===== config.mk =====
export PLATFORM = sky130hd
export DESIGN_NAME = humidity_sensor_frame_decoder
export DESIGN_NICKNAME = d
export VERILOG_FILES = /design/src/hsfd_pkg.sv /design/src/hsfd_fifo.sv /design/src/hsfd_front.sv /design/src/hsfd_back.sv /design/src/humidity_sensor_frame_decoder.sv
export SDC_FILE = /design/constraint.sdc
export NUM_CORES = 1
export LEC_CHECK = 0
export ABC_CLOCK_PERIOD_IN_PS = 8200
export BUFFER_PORTS_ARGS = -buffer_cell sky130_fd_sc_hd__buf_2
export CORE_AREA = 3 3 203 205
export CTS_CLUSTER_DIAMETER = 200
export DETAILED_ROUTE_END_ITERATION = 10
export DIE_AREA = 0 0 206 208
export GPL_ROUTABILITY_DRIVEN = 0
export PLACE_DENSITY = 0.77
export SYNTH_ARGS = -nofsm -noshare
export SYNTH_HDL_FRONTEND = slang
export SYNTH_SLANG_ARGS = --single-unit
export TNS_END_PERCENT = 50

===== constraint.sdc =====
create_clock -name clk -period 8.2 [get_ports clk]
set_input_delay 1.64 -clock clk [delete_from_list [all_inputs] [get_ports clk]]
set_output_delay 1.64 -clock clk [all_outputs]
set_load 0.05 [all_outputs]

===== src/hsfd_pkg.sv =====
// hsfd_pkg: shared types, constants and the crc-8 step function for the
// humidity sensor frame decoder; no dependencies
package hsfd_pkg;

    localparam logic [7:0] CRC_POLY = 8'h31;
    localparam logic [7:0] CRC_INIT = 8'hFF;

    localparam int TEMP_PROD_W = 31;
    localparam int HUM_PROD_W  = 30;

    localparam logic [14:0] TEMP_SPAN   = 15'd17500;
    localparam logic [13:0] HUM_SPAN    = 14'd10000;
    localparam logic [15:0] FULL_SCALE  = 16'hFFFF;
    localparam logic [14:0] HALF_SCALE  = 15'd32767;
    localparam logic [14:0] TEMP_OFFSET = 15'd4500;

    localparam logic signed [14:0] MIN_TEMP_RESET = -15'sd2000;
    localparam logic signed [14:0] MAX_TEMP_RESET = 15'sd12500;

    typedef enum logic [1:0] {
        STATUS_OK           = 2'd0,
        STATUS_CRC_ERROR    = 2'd1,
        STATUS_OUT_OF_RANGE = 2'd2
    } status_t;

    // one complete frame handed from front to back
    typedef struct packed {
        logic [15:0] temp_raw;
        logic [15:0] hum_raw;
        logic        bad;
    } job_t;

    typedef struct packed {
        logic signed [14:0] temperature_centi;
        logic [13:0]        humidity_centi;
        status_t            frame_status;
    } result_t;

    function automatic logic [7:0] crc8_update(input logic [7:0] crc, input logic [7:0] data);
        logic [7:0] r;
        r = crc ^ data;
        for (int k = 0; k < 8; k++)
        begin
            r = r[7] ? ((r << 1) ^ CRC_POLY) : (r << 1);
        end
        return r;
    endfunction

endpackage


===== src/hsfd_fifo.sv =====
// hsfd_fifo: small register queue, first word fall-through
// no package dependencies
module hsfd_fifo #(
    parameter int WIDTH = 8,
    parameter int DEPTH = 2
) (
    input  logic                       clk,
    input  logic                       rst_n,
    input  logic                       push,
    input  logic [WIDTH-1:0]           wr_data,
    output logic                       full,
    input  logic                       pop,
    output logic [WIDTH-1:0]           rd_data,
    output logic                       empty,
    output logic [$clog2(DEPTH+1)-1:0] count
);

    localparam int PW = (DEPTH > 1) ? $clog2(DEPTH) : 1;
    localparam int CW = $clog2(DEPTH+1);

    logic [WIDTH-1:0] mem_reg [DEPTH];
    logic [PW-1:0]    wr_ptr_reg;
    logic [PW-1:0]    rd_ptr_reg;
    logic [CW-1:0]    count_reg;
    logic             do_push;
    logic             do_pop;

    assign full    = (count_reg == CW'(DEPTH));
    assign empty   = (count_reg == '0);
    assign count   = count_reg;
    assign rd_data = mem_reg[rd_ptr_reg];
    assign do_push = push && !full;
    assign do_pop  = pop && !empty;

    always_ff @(posedge clk)
    begin
        if (do_push)
        begin
            mem_reg[wr_ptr_reg] <= wr_data;
        end
    end

    always_ff @(posedge clk or negedge rst_n)
    begin
        if (!rst_n)
        begin
            wr_ptr_reg <= '0;
            rd_ptr_reg <= '0;
            count_reg  <= '0;
        end
        else
        begin
            if (do_push)
            begin
                wr_ptr_reg <= (wr_ptr_reg == PW'(DEPTH-1)) ? '0 : wr_ptr_reg + 1'b1;
            end
            if (do_pop)
            begin
                rd_ptr_reg <= (rd_ptr_reg == PW'(DEPTH-1)) ? '0 : rd_ptr_reg + 1'b1;
            end
            if (do_push && !do_pop)
            begin
                count_reg <= count_reg + 1'b1;
            end
            else if (do_pop && !do_push)
            begin
                count_reg <= count_reg - 1'b1;
            end
        end
    end

endmodule


===== src/hsfd_front.sv =====
// hsfd_front: takes frame bytes, tracks position, runs the crc-8 check and
// assembles the raw words; depends on hsfd_pkg
module hsfd_front (
    input  logic          clk,
    input  logic          rst_n,
    input  logic          accept,
    input  logic [7:0]    rx_byte,
    input  logic          frame_start,
    input  logic          job_full,
    output logic          job_push,
    output hsfd_pkg::job_t job_data
);

    localparam logic [2:0] POS_T_HI  = 3'd0;
    localparam logic [2:0] POS_T_LO  = 3'd1;
    localparam logic [2:0] POS_T_CRC = 3'd2;
    localparam logic [2:0] POS_H_HI  = 3'd3;
    localparam logic [2:0] POS_H_LO  = 3'd4;
    localparam logic [2:0] POS_H_CRC = 3'd5;

    logic [2:0]  pos_reg,      pos_next;
    logic [7:0]  crc_reg,      crc_next;
    logic [15:0] temp_raw_reg, temp_raw_next;
    logic [15:0] hum_raw_reg,  hum_raw_next;
    logic        failed_reg,   failed_next;

    logic [2:0]  pos;
    logic [7:0]  crc_base;
    logic        failed_base;

    always_comb
    begin
        pos         = (frame_start || pos_reg > POS_H_CRC) ? POS_T_HI : pos_reg;
        crc_base    = (pos == POS_T_HI) ? hsfd_pkg::CRC_INIT : crc_reg;
        failed_base = (pos == POS_T_HI) ? 1'b0 : failed_reg;

        pos_next      = pos_reg;
        crc_next      = crc_reg;
        temp_raw_next = temp_raw_reg;
        hum_raw_next  = hum_raw_reg;
        failed_next   = failed_reg;
        job_push      = 1'b0;

        if (accept)
        begin
            pos_next    = pos + 3'd1;
            crc_next    = crc_base;
            failed_next = failed_base;
            case (pos)
                POS_T_HI, POS_T_LO:
                begin
                    temp_raw_next = {temp_raw_reg[7:0], rx_byte};
                    crc_next      = hsfd_pkg::crc8_update(crc_base, rx_byte);
                end
                POS_T_CRC:
                begin
                    failed_next = failed_base || (crc_base != rx_byte);
                    crc_next    = hsfd_pkg::CRC_INIT;
                end
                POS_H_HI, POS_H_LO:
                begin
                    hum_raw_next = {hum_raw_reg[7:0], rx_byte};
                    crc_next     = hsfd_pkg::crc8_update(crc_base, rx_byte);
                end
                default:
                begin
                    // last byte closes the frame
                    pos_next    = POS_T_HI;
                    crc_next    = hsfd_pkg::CRC_INIT;
                    failed_next = 1'b0;
                    job_push    = 1'b1;
                end
            endcase
        end
    end

    assign job_data.temp_raw = temp_raw_reg;
    assign job_data.hum_raw  = hum_raw_reg;
    assign job_data.bad      = failed_base || (crc_base != rx_byte);

    always_ff @(posedge clk or negedge rst_n)
    begin
        if (!rst_n)
        begin
            pos_reg      <= POS_T_HI;
            crc_reg      <= hsfd_pkg::CRC_INIT;
            temp_raw_reg <= '0;
            hum_raw_reg  <= '0;
            failed_reg   <= 1'b0;
        end
        else
        begin
            pos_reg      <= pos_next;
            crc_reg      <= crc_next;
            temp_raw_reg <= temp_raw_next;
            hum_raw_reg  <= hum_raw_next;
            failed_reg   <= failed_next;
        end
    end

    a_pos_valid: assert property (@(posedge clk) disable iff (!rst_n)
        pos_reg <= POS_H_CRC)
        else $error("frame position out of range");

    a_job_room: assert property (@(posedge clk) disable iff (!rst_n)
        job_push |-> !job_full)
        else $error("frame job pushed into full queue");

endmodule


===== src/hsfd_back.sv =====
// hsfd_back: three-stage scaling pipeline (multiply, divide by full scale
// with rounding, range check); depends on hsfd_pkg
module hsfd_back #(
    parameter int OUT_DEPTH = 4
) (
    input  logic                           clk,
    input  logic                           rst_n,
    input  logic                           job_empty,
    input  hsfd_pkg::job_t                 job_data,
    output logic                           job_pop,
    input  logic [$clog2(OUT_DEPTH+1)-1:0] out_count,
    input  logic signed [14:0]             min_temp,
    input  logic signed [14:0]             max_temp,
    output logic                           res_push,
    output hsfd_pkg::result_t              res_data
);

    localparam int CW = $clog2(OUT_DEPTH+1);
    localparam int TW = hsfd_pkg::TEMP_PROD_W;
    localparam int HW = hsfd_pkg::HUM_PROD_W;

    logic          v1_reg, v2_reg, v3_reg;
    logic [TW-1:0] t_prod_reg;
    logic [HW-1:0] h_prod_reg;
    logic          bad1_reg, bad2_reg;
    logic [14:0]   temp2_reg;
    logic [13:0]   hum2_reg;
    hsfd_pkg::result_t res3_reg;

    logic [1:0]    inflight;
    logic [CW:0]   occupancy;
    logic [TW-1:0] t_sum;
    logic [16:0]   t_fold;
    logic [14:0]   t_q;
    logic [HW-1:0] h_sum;
    logic [16:0]   h_fold;
    logic [13:0]   h_q;
    logic signed [14:0] temp2;
    logic          in_range;

    // credit: never start more than the output queue can still hold
    assign inflight  = 2'(v1_reg) + 2'(v2_reg) + 2'(v3_reg);
    assign occupancy = (CW+1)'(out_count) + (CW+1)'(inflight);
    assign job_pop   = !job_empty && (occupancy < (CW+1)'(OUT_DEPTH));

    // x / 65535 = hi + correction, since x - hi*65535 = lo + hi < 2*65535
    always_comb
    begin
        t_sum  = t_prod_reg + TW'(hsfd_pkg::HALF_SCALE);
        t_fold = {1'b0, t_sum[15:0]} + 17'(t_sum[TW-1:16]);
        t_q    = 15'(t_sum[TW-1:16]) + 15'(t_fold >= 17'(hsfd_pkg::FULL_SCALE));
        h_sum  = h_prod_reg + HW'(hsfd_pkg::HALF_SCALE);
        h_fold = {1'b0, h_sum[15:0]} + 17'(h_sum[HW-1:16]);
        h_q    = 14'(h_sum[HW-1:16]) + 14'(h_fold >= 17'(hsfd_pkg::FULL_SCALE));
    end

    assign temp2    = $signed(temp2_reg);
    assign in_range = (temp2 >= min_temp) && (temp2 <= max_temp);

    always_ff @(posedge clk)
    begin
        t_prod_reg <= TW'(job_data.temp_raw) * TW'(hsfd_pkg::TEMP_SPAN);
        h_prod_reg <= HW'(job_data.hum_raw) * HW'(hsfd_pkg::HUM_SPAN);
        bad1_reg   <= job_data.bad;

        temp2_reg <= t_q - hsfd_pkg::TEMP_OFFSET;
        hum2_reg  <= h_q;
        bad2_reg  <= bad1_reg;

        if (bad2_reg)
        begin
            res3_reg.temperature_centi <= '0;
            res3_reg.humidity_centi    <= '0;
            res3_reg.frame_status      <= hsfd_pkg::STATUS_CRC_ERROR;
        end
        else
        begin
            res3_reg.temperature_centi <= temp2;
            res3_reg.humidity_centi    <= hum2_reg;
            res3_reg.frame_status      <= in_range ? hsfd_pkg::STATUS_OK
                                                   : hsfd_pkg::STATUS_OUT_OF_RANGE;
        end
    end

    always_ff @(posedge clk or negedge rst_n)
    begin
        if (!rst_n)
        begin
            v1_reg <= 1'b0;
            v2_reg <= 1'b0;
            v3_reg <= 1'b0;
        end
        else
        begin
            v1_reg <= job_pop;
            v2_reg <= v1_reg;
            v3_reg <= v2_reg;
        end
    end

    assign res_push = v3_reg;
    assign res_data = res3_reg;

    a_out_room: assert property (@(posedge clk) disable iff (!rst_n)
        res_push |-> (out_count < CW'(OUT_DEPTH)))
        else $error("result pushed into full output queue");

    a_crc_zero: assert property (@(posedge clk) disable iff (!rst_n)
        (res_push && res_data.frame_status == hsfd_pkg::STATUS_CRC_ERROR) |->
        (res_data.temperature_centi == '0 && res_data.humidity_centi == '0))
        else $error("crc error result carries nonzero values");

    a_hum_bound: assert property (@(posedge clk) disable iff (!rst_n)
        res_push |-> (res_data.humidity_centi <= hsfd_pkg::HUM_SPAN))
        else $error("humidity above full scale");

endmodule


===== src/humidity_sensor_frame_decoder.sv =====
// humidity_sensor_frame_decoder: top level; one byte item per cycle, front
// never waits on the scaling pipeline except when the job queue is full
// a result reaches the output queue after its sixth byte is accepted, passing
// through the job queue, then the multiply, divide and range-check stages
// throughput: one byte per cycle while the job queue is not full, one result per six-byte frame
// reset: position 0, crc 0xFF, limits -2000 and 12500, both queues empty
module humidity_sensor_frame_decoder #(
    parameter int JOB_DEPTH = 2,
    parameter int OUT_DEPTH = 4
) (
    input  logic               clk,
    input  logic               rst_n,
    input  logic               push,
    output logic               full,
    input  logic [7:0]         rx_byte,
    input  logic               frame_start,
    output logic               empty,
    input  logic               pop,
    output logic signed [14:0] temperature_centi,
    output logic [13:0]        humidity_centi,
    output logic [1:0]         frame_status,
    input  logic               psel,
    input  logic               penable,
    input  logic               pwrite,
    input  logic [2:0]         paddr,
    input  logic [31:0]        pwdata,
    output logic [31:0]        prdata,
    output logic               pready
);

    localparam int JW = $bits(hsfd_pkg::job_t);
    localparam int RW = $bits(hsfd_pkg::result_t);
    localparam logic REG_MIN_TEMP = 1'b0;
    localparam logic REG_MAX_TEMP = 1'b1;

    logic signed [14:0] min_temp_reg;
    logic signed [14:0] max_temp_reg;
    logic               cfg_write;

    logic               accept;
    logic               job_push;
    logic               job_full;
    logic               job_empty;
    logic               job_pop;
    hsfd_pkg::job_t     job_in;
    logic [JW-1:0]      job_out_bits;
    logic [$clog2(JOB_DEPTH+1)-1:0] job_count;

    logic               res_push;
    hsfd_pkg::result_t  res_in;
    hsfd_pkg::result_t  res_out;
    logic [RW-1:0]      res_out_bits;
    logic [$clog2(OUT_DEPTH+1)-1:0] out_count;
    logic               out_full;

    assign pready    = 1'b1;
    assign cfg_write = psel && penable && pwrite && pready;
    assign prdata    = (paddr[2] == REG_MAX_TEMP) ? 32'(max_temp_reg) : 32'(min_temp_reg);

    always_ff @(posedge clk or negedge rst_n)
    begin
        if (!rst_n)
        begin
            min_temp_reg <= hsfd_pkg::MIN_TEMP_RESET;
            max_temp_reg <= hsfd_pkg::MAX_TEMP_RESET;
        end
        else if (cfg_write)
        begin
            if (paddr[2] == REG_MIN_TEMP)
            begin
                min_temp_reg <= $signed(pwdata[14:0]);
            end
            else
            begin
                max_temp_reg <= $signed(pwdata[14:0]);
            end
        end
    end

    assign full   = job_full;
    assign accept = push && !full;

    hsfd_front u_front (
        .clk         (clk),
        .rst_n       (rst_n),
        .accept      (accept),
        .rx_byte     (rx_byte),
        .frame_start (frame_start),
        .job_full    (job_full),
        .job_push    (job_push),
        .job_data    (job_in)
    );

    hsfd_fifo #(
        .WIDTH (JW),
        .DEPTH (JOB_DEPTH)
    ) u_job_q (
        .clk     (clk),
        .rst_n   (rst_n),
        .push    (job_push),
        .wr_data (job_in),
        .full    (job_full),
        .pop     (job_pop),
        .rd_data (job_out_bits),
        .empty   (job_empty),
        .count   (job_count)
    );

    hsfd_back #(
        .OUT_DEPTH (OUT_DEPTH)
    ) u_back (
        .clk       (clk),
        .rst_n     (rst_n),
        .job_empty (job_empty),
        .job_data  (hsfd_pkg::job_t'(job_out_bits)),
        .job_pop   (job_pop),
        .out_count (out_count),
        .min_temp  (min_temp_reg),
        .max_temp  (max_temp_reg),
        .res_push  (res_push),
        .res_data  (res_in)
    );

    hsfd_fifo #(
        .WIDTH (RW),
        .DEPTH (OUT_DEPTH)
    ) u_out_q (
        .clk     (clk),
        .rst_n   (rst_n),
        .push    (res_push),
        .wr_data (res_in),
        .full    (out_full),
        .pop     (pop),
        .rd_data (res_out_bits),
        .empty   (empty),
        .count   (out_count)
    );

    assign res_out           = hsfd_pkg::result_t'(res_out_bits);
    assign temperature_centi = res_out.temperature_centi;
    assign humidity_centi    = res_out.humidity_centi;
    assign frame_status      = res_out.frame_status;

    a_job_count: assert property (@(posedge clk) disable iff (!rst_n)
        job_full |-> (job_count == ($clog2(JOB_DEPTH+1))'(JOB_DEPTH)))
        else $error("job queue full flag disagrees with count");

    a_out_overflow: assert property (@(posedge clk) disable iff (!rst_n)
        res_push |-> !out_full)
        else $error("output queue overflow");

endmodule

==> flow_summary_export.csv <==
group,metric,value,unit
die,num_rows,73,
yosys,synthDominantAreaCellType,"sky130_fd_sc_hd__edfxtp_1",
min_path,hp-class,"reg2reg",
grt,wire_length_of_the_first_global_routing_pass,75.12,mm
yosys,ys_seq_area_frac,0.4364,
timing,final.min_clock_period,6.810,ns
yosys,synth_edf_count,190,
clock_network,cts.sinks,395,
timing,totalNegativeSetupSlack,0,ns
timing,finalClockSkew,0.03406,ns
grt,grt_pass1_vias,15500,
setup_path,worst-endpoint-required,8.68,ns
yosys,dominantRegCellSynth,"sky130_fd_sc_hd__edfxtp_1",
route,postRouteWirelength,45.02,mm
run,maxCapViolations,0,
timing,setup_viol,0,
die,die_h,208,um
timing,period_share,0.8305,
setup_path,critPathArrivalTime,7.29,ns
clock_network,ctsResizeCount,0,
placement,detailedPlacementHpwl,33.52,mm
yosys,synth_async_sr_flop_share,0.2228,
route,detailroute.via_count,14920,
setup_path,critical-path-max-stage-delay,0.54,ns
die,pin_count,117,
yosys,yosys-top-cells-area,"sky130_fd_sc_hd__edfxtp_1 (24%), sky130_fd_sc_hd__ha_1 (13%), sky130_fd_sc_hd__dfxtp_1 (9.9%), sky130_fd_sc_hd__dfrtp_1 (7.2%), sky130_fd_sc_hd__fa_1 (7.0%)",
timing,fmax,146.8,MHz
yosys,postSynthAreaPerCell,11.57,sq um
status,run_status,"finished, final reports clean",
clock_network,hold_buffer_count_at_cts,0,
finish,area_growth_syn_to_layout,9.911,%
placement,place_worst_setup_slack,1.525,ns
finish,largest_register_ffs,124,
die,dieArea,42850,sq um
setup_path,worstSetupPathType,"reg2reg",
route,first_iter_violations,688,
grt,gr-total-overflow,0,
clock_network,max-clock-path-buffers,3,
yosys,synthTopCellsByCount,"sky130_fd_sc_hd__inv_1 (314), sky130_fd_sc_hd__ha_1 (242), sky130_fd_sc_hd__edfxtp_1 (190)",
yosys,synth.most_common_cell,"sky130_fd_sc_hd__inv_1",
clock_network,clk_root_buffer_cell,"sky130_fd_sc_hd__clkbuf_16",
setup_path,critical_path.max_fanout,11,
finish,nets,2506,
setup_path,worstSetupStartpointType,"flop",
die,chipWidth,206,um
timing,maxSlewHeadroom,0.3081,
finish,n_fill_cell,3000,
setup_path,timing.rr.start,"u_back.t_prod_reg[2]$_DFF_P_",
grt,grt_start_max_net_pins,58,
die,floorplan.initialDensity,0.5940,
finish,multi_input_area,11820,sq um
yosys,synth_top_cell_area_share,0.2423,
setup_path,endpoint_class_of_the_critical_path,"flop",
timing,timing_worst_slew_pin_value,1.028,ns
die,core_footprint,39640,sq um
timing,rsz_0062_raised_after_global_routing,"false",
yosys,post_synth_instance_area,23550,sq um
route,routedWlPerCell,16.75,um
yosys,syn_inst,2035,
yosys,yosysWarnings,0,
setup_path,critical_path.startpoint,"u_back.t_prod_reg[2]$_DFF_P_",
clock_network,cts_tree,"built",
timing,fin_ws,1.390,ns
clock_network,path_clk_slew,0.06,ns
finish,ratio_of_cells_with_drive_above_1_in_the_final_layout,0.1567,
min_path,hold_path.startpoint,"u_back.bad1_reg$_DFF_P_",
timing,maxSlewViolCount,0,
timing,finalHoldViolations,0,
yosys,netlist-cell-type-count,90,
yosys,synth_net_count,2410,
clock_network,number_of_buffers_inserted_during_clock_tree_synthesis,40,
grt,antenna_found_initial,0,
clock_network,cts_max_level,2,
clock_network,worst_skew_pair.late_latency,0.58,ns
placement,place.port_buffers,96,
finish,layout.area.seq,10280,sq um
clock_network,cts_setup_buffers,0,
yosys,synthesis_stage_register_bit_count,395,
setup_path,crit_slowest_cell,"sky130_fd_sc_hd__nor4_2",
finish,antenna_cells_inserted,0,
route,drt_pass1_iterations,5,
grt,track_usage,0.2132,
route,remaining_drc_errors,0,
finish,finalCoreUtilization,0.6528,
route,route.detailed.vias_per_inst,5.552,
route,detail-route-antenna-nets,0,
-- cell usage in the layout, fill, tap and decap left out, types with 30 or more instances in the layout --
cell type                     n
sky130_fd_sc_hd__inv_1      314
sky130_fd_sc_hd__ha_1       242
sky130_fd_sc_hd__edfxtp_1   190
sky130_fd_sc_hd__dfxtp_1    117
sky130_fd_sc_hd__xnor2_1     97
sky130_fd_sc_hd__buf_2       95
sky130_fd_sc_hd__nor2_1      84
sky130_fd_sc_hd__fa_1        82
sky130_fd_sc_hd__mux2_2      79
sky130_fd_sc_hd__nand2_1     77
sky130_fd_sc_hd__a21oi_1     70
sky130_fd_sc_hd__dfrtp_1     66
sky130_fd_sc_hd__o21ai_0     59
sky130_fd_sc_hd__xor2_1      51
sky130_fd_sc_hd__clkbuf_16   42
sky130_fd_sc_hd__nor2b_1     38
sky130_fd_sc_hd__mux4_2      31
sky130_fd_sc_hd__nand3_1     30
-- layer usage --
| metal | wire (um) | GRT usage | share of wire | up-vias |
|---|---|---|---|---|
| li1 | - | - | - | 7256 |
| met1 | 19510 | 0.2731 | 0.43 | 7201 |
| met2 | 22110 | 0.3720 | 0.49 | 367 |
| met3 | 2084 | 0.02989 | 0.046 | 100 |
| met4 | 1316 | 0.07186 | 0.029 | 0 |
| met5 | 0 | 0 | 0 | - |
-- critical path: cells and delay by family, from the launching register on --
family	cells	cell delay, ns
AND/OR/NAND/NOR	12	3.11
AO/OA/AOI/OAI	6	1.38
adder cells (fa/ha/maj)	3	0.96
XOR/XNOR	2	0.43
flip-flops	1	0.33
multiplexers	1	0.28
buffers and inverters	2	0.23
-- stage by stage --
step                hold WS, ns  cells  instance area, sq um
finish                   0.3130   2688                 25880
global route             0.3245   2688                 25880
CTS                      0.3210   2688                 25880
detailed placement       0.3128   2614                 24510
global placement         0.3150   2614                 24510
floorplan                0.3096   2035                 23550
-- final timing paths --
path                                                  endpoint  slack, ns  cells after the start
max                                   u_back.temp2[13]$_DFF_P_       1.39                     26
min                                    u_back.bad2_reg$_DFF_P_       0.31                      0
max reg2reg                           u_back.temp2[13]$_DFF_P_       1.39                     26
min reg2reg                            u_back.bad2_reg$_DFF_P_       0.31                      0
max in group asynchronous    u_out_q.rd_ptr_reg[1]$_DFFE_PN0P_       6.04                      2
min in group asynchronous  u_front.hum_raw_reg[12]$_DFFE_PN0P_       1.00                      1
-- layout make-up --
class,instances,share of cell area
multi-input combinational,1271,0.4567
sequential,395,0.3971
inverter,314,0.04554
clock buffer,56,0.04419
tap,525,0.02538
timing repair buffer,109,0.02243
clock inverter,18,0.008654
-- cell families (layout without fill, tap and decap cells) --
family / after synthesis / count (layout) / synth area share
compound gates: 280 / 280 / 0.08157
fa+ha+maj: 324 / 324 / 0.1983
simple gates: 378 / 378 / 0.08545
other cells: 1 / 1 / 0.0001593
xor+xnor: 150 / 150 / 0.05691
flops: 395 / 395 / 0.4364
mux: 138 / 138 / 0.07939
buf+inv: 369 / 497 / 0.06180
Power is not shown: default switching activity piles up to over one toggle a cycle in this logic, so the estimate is an artifact.
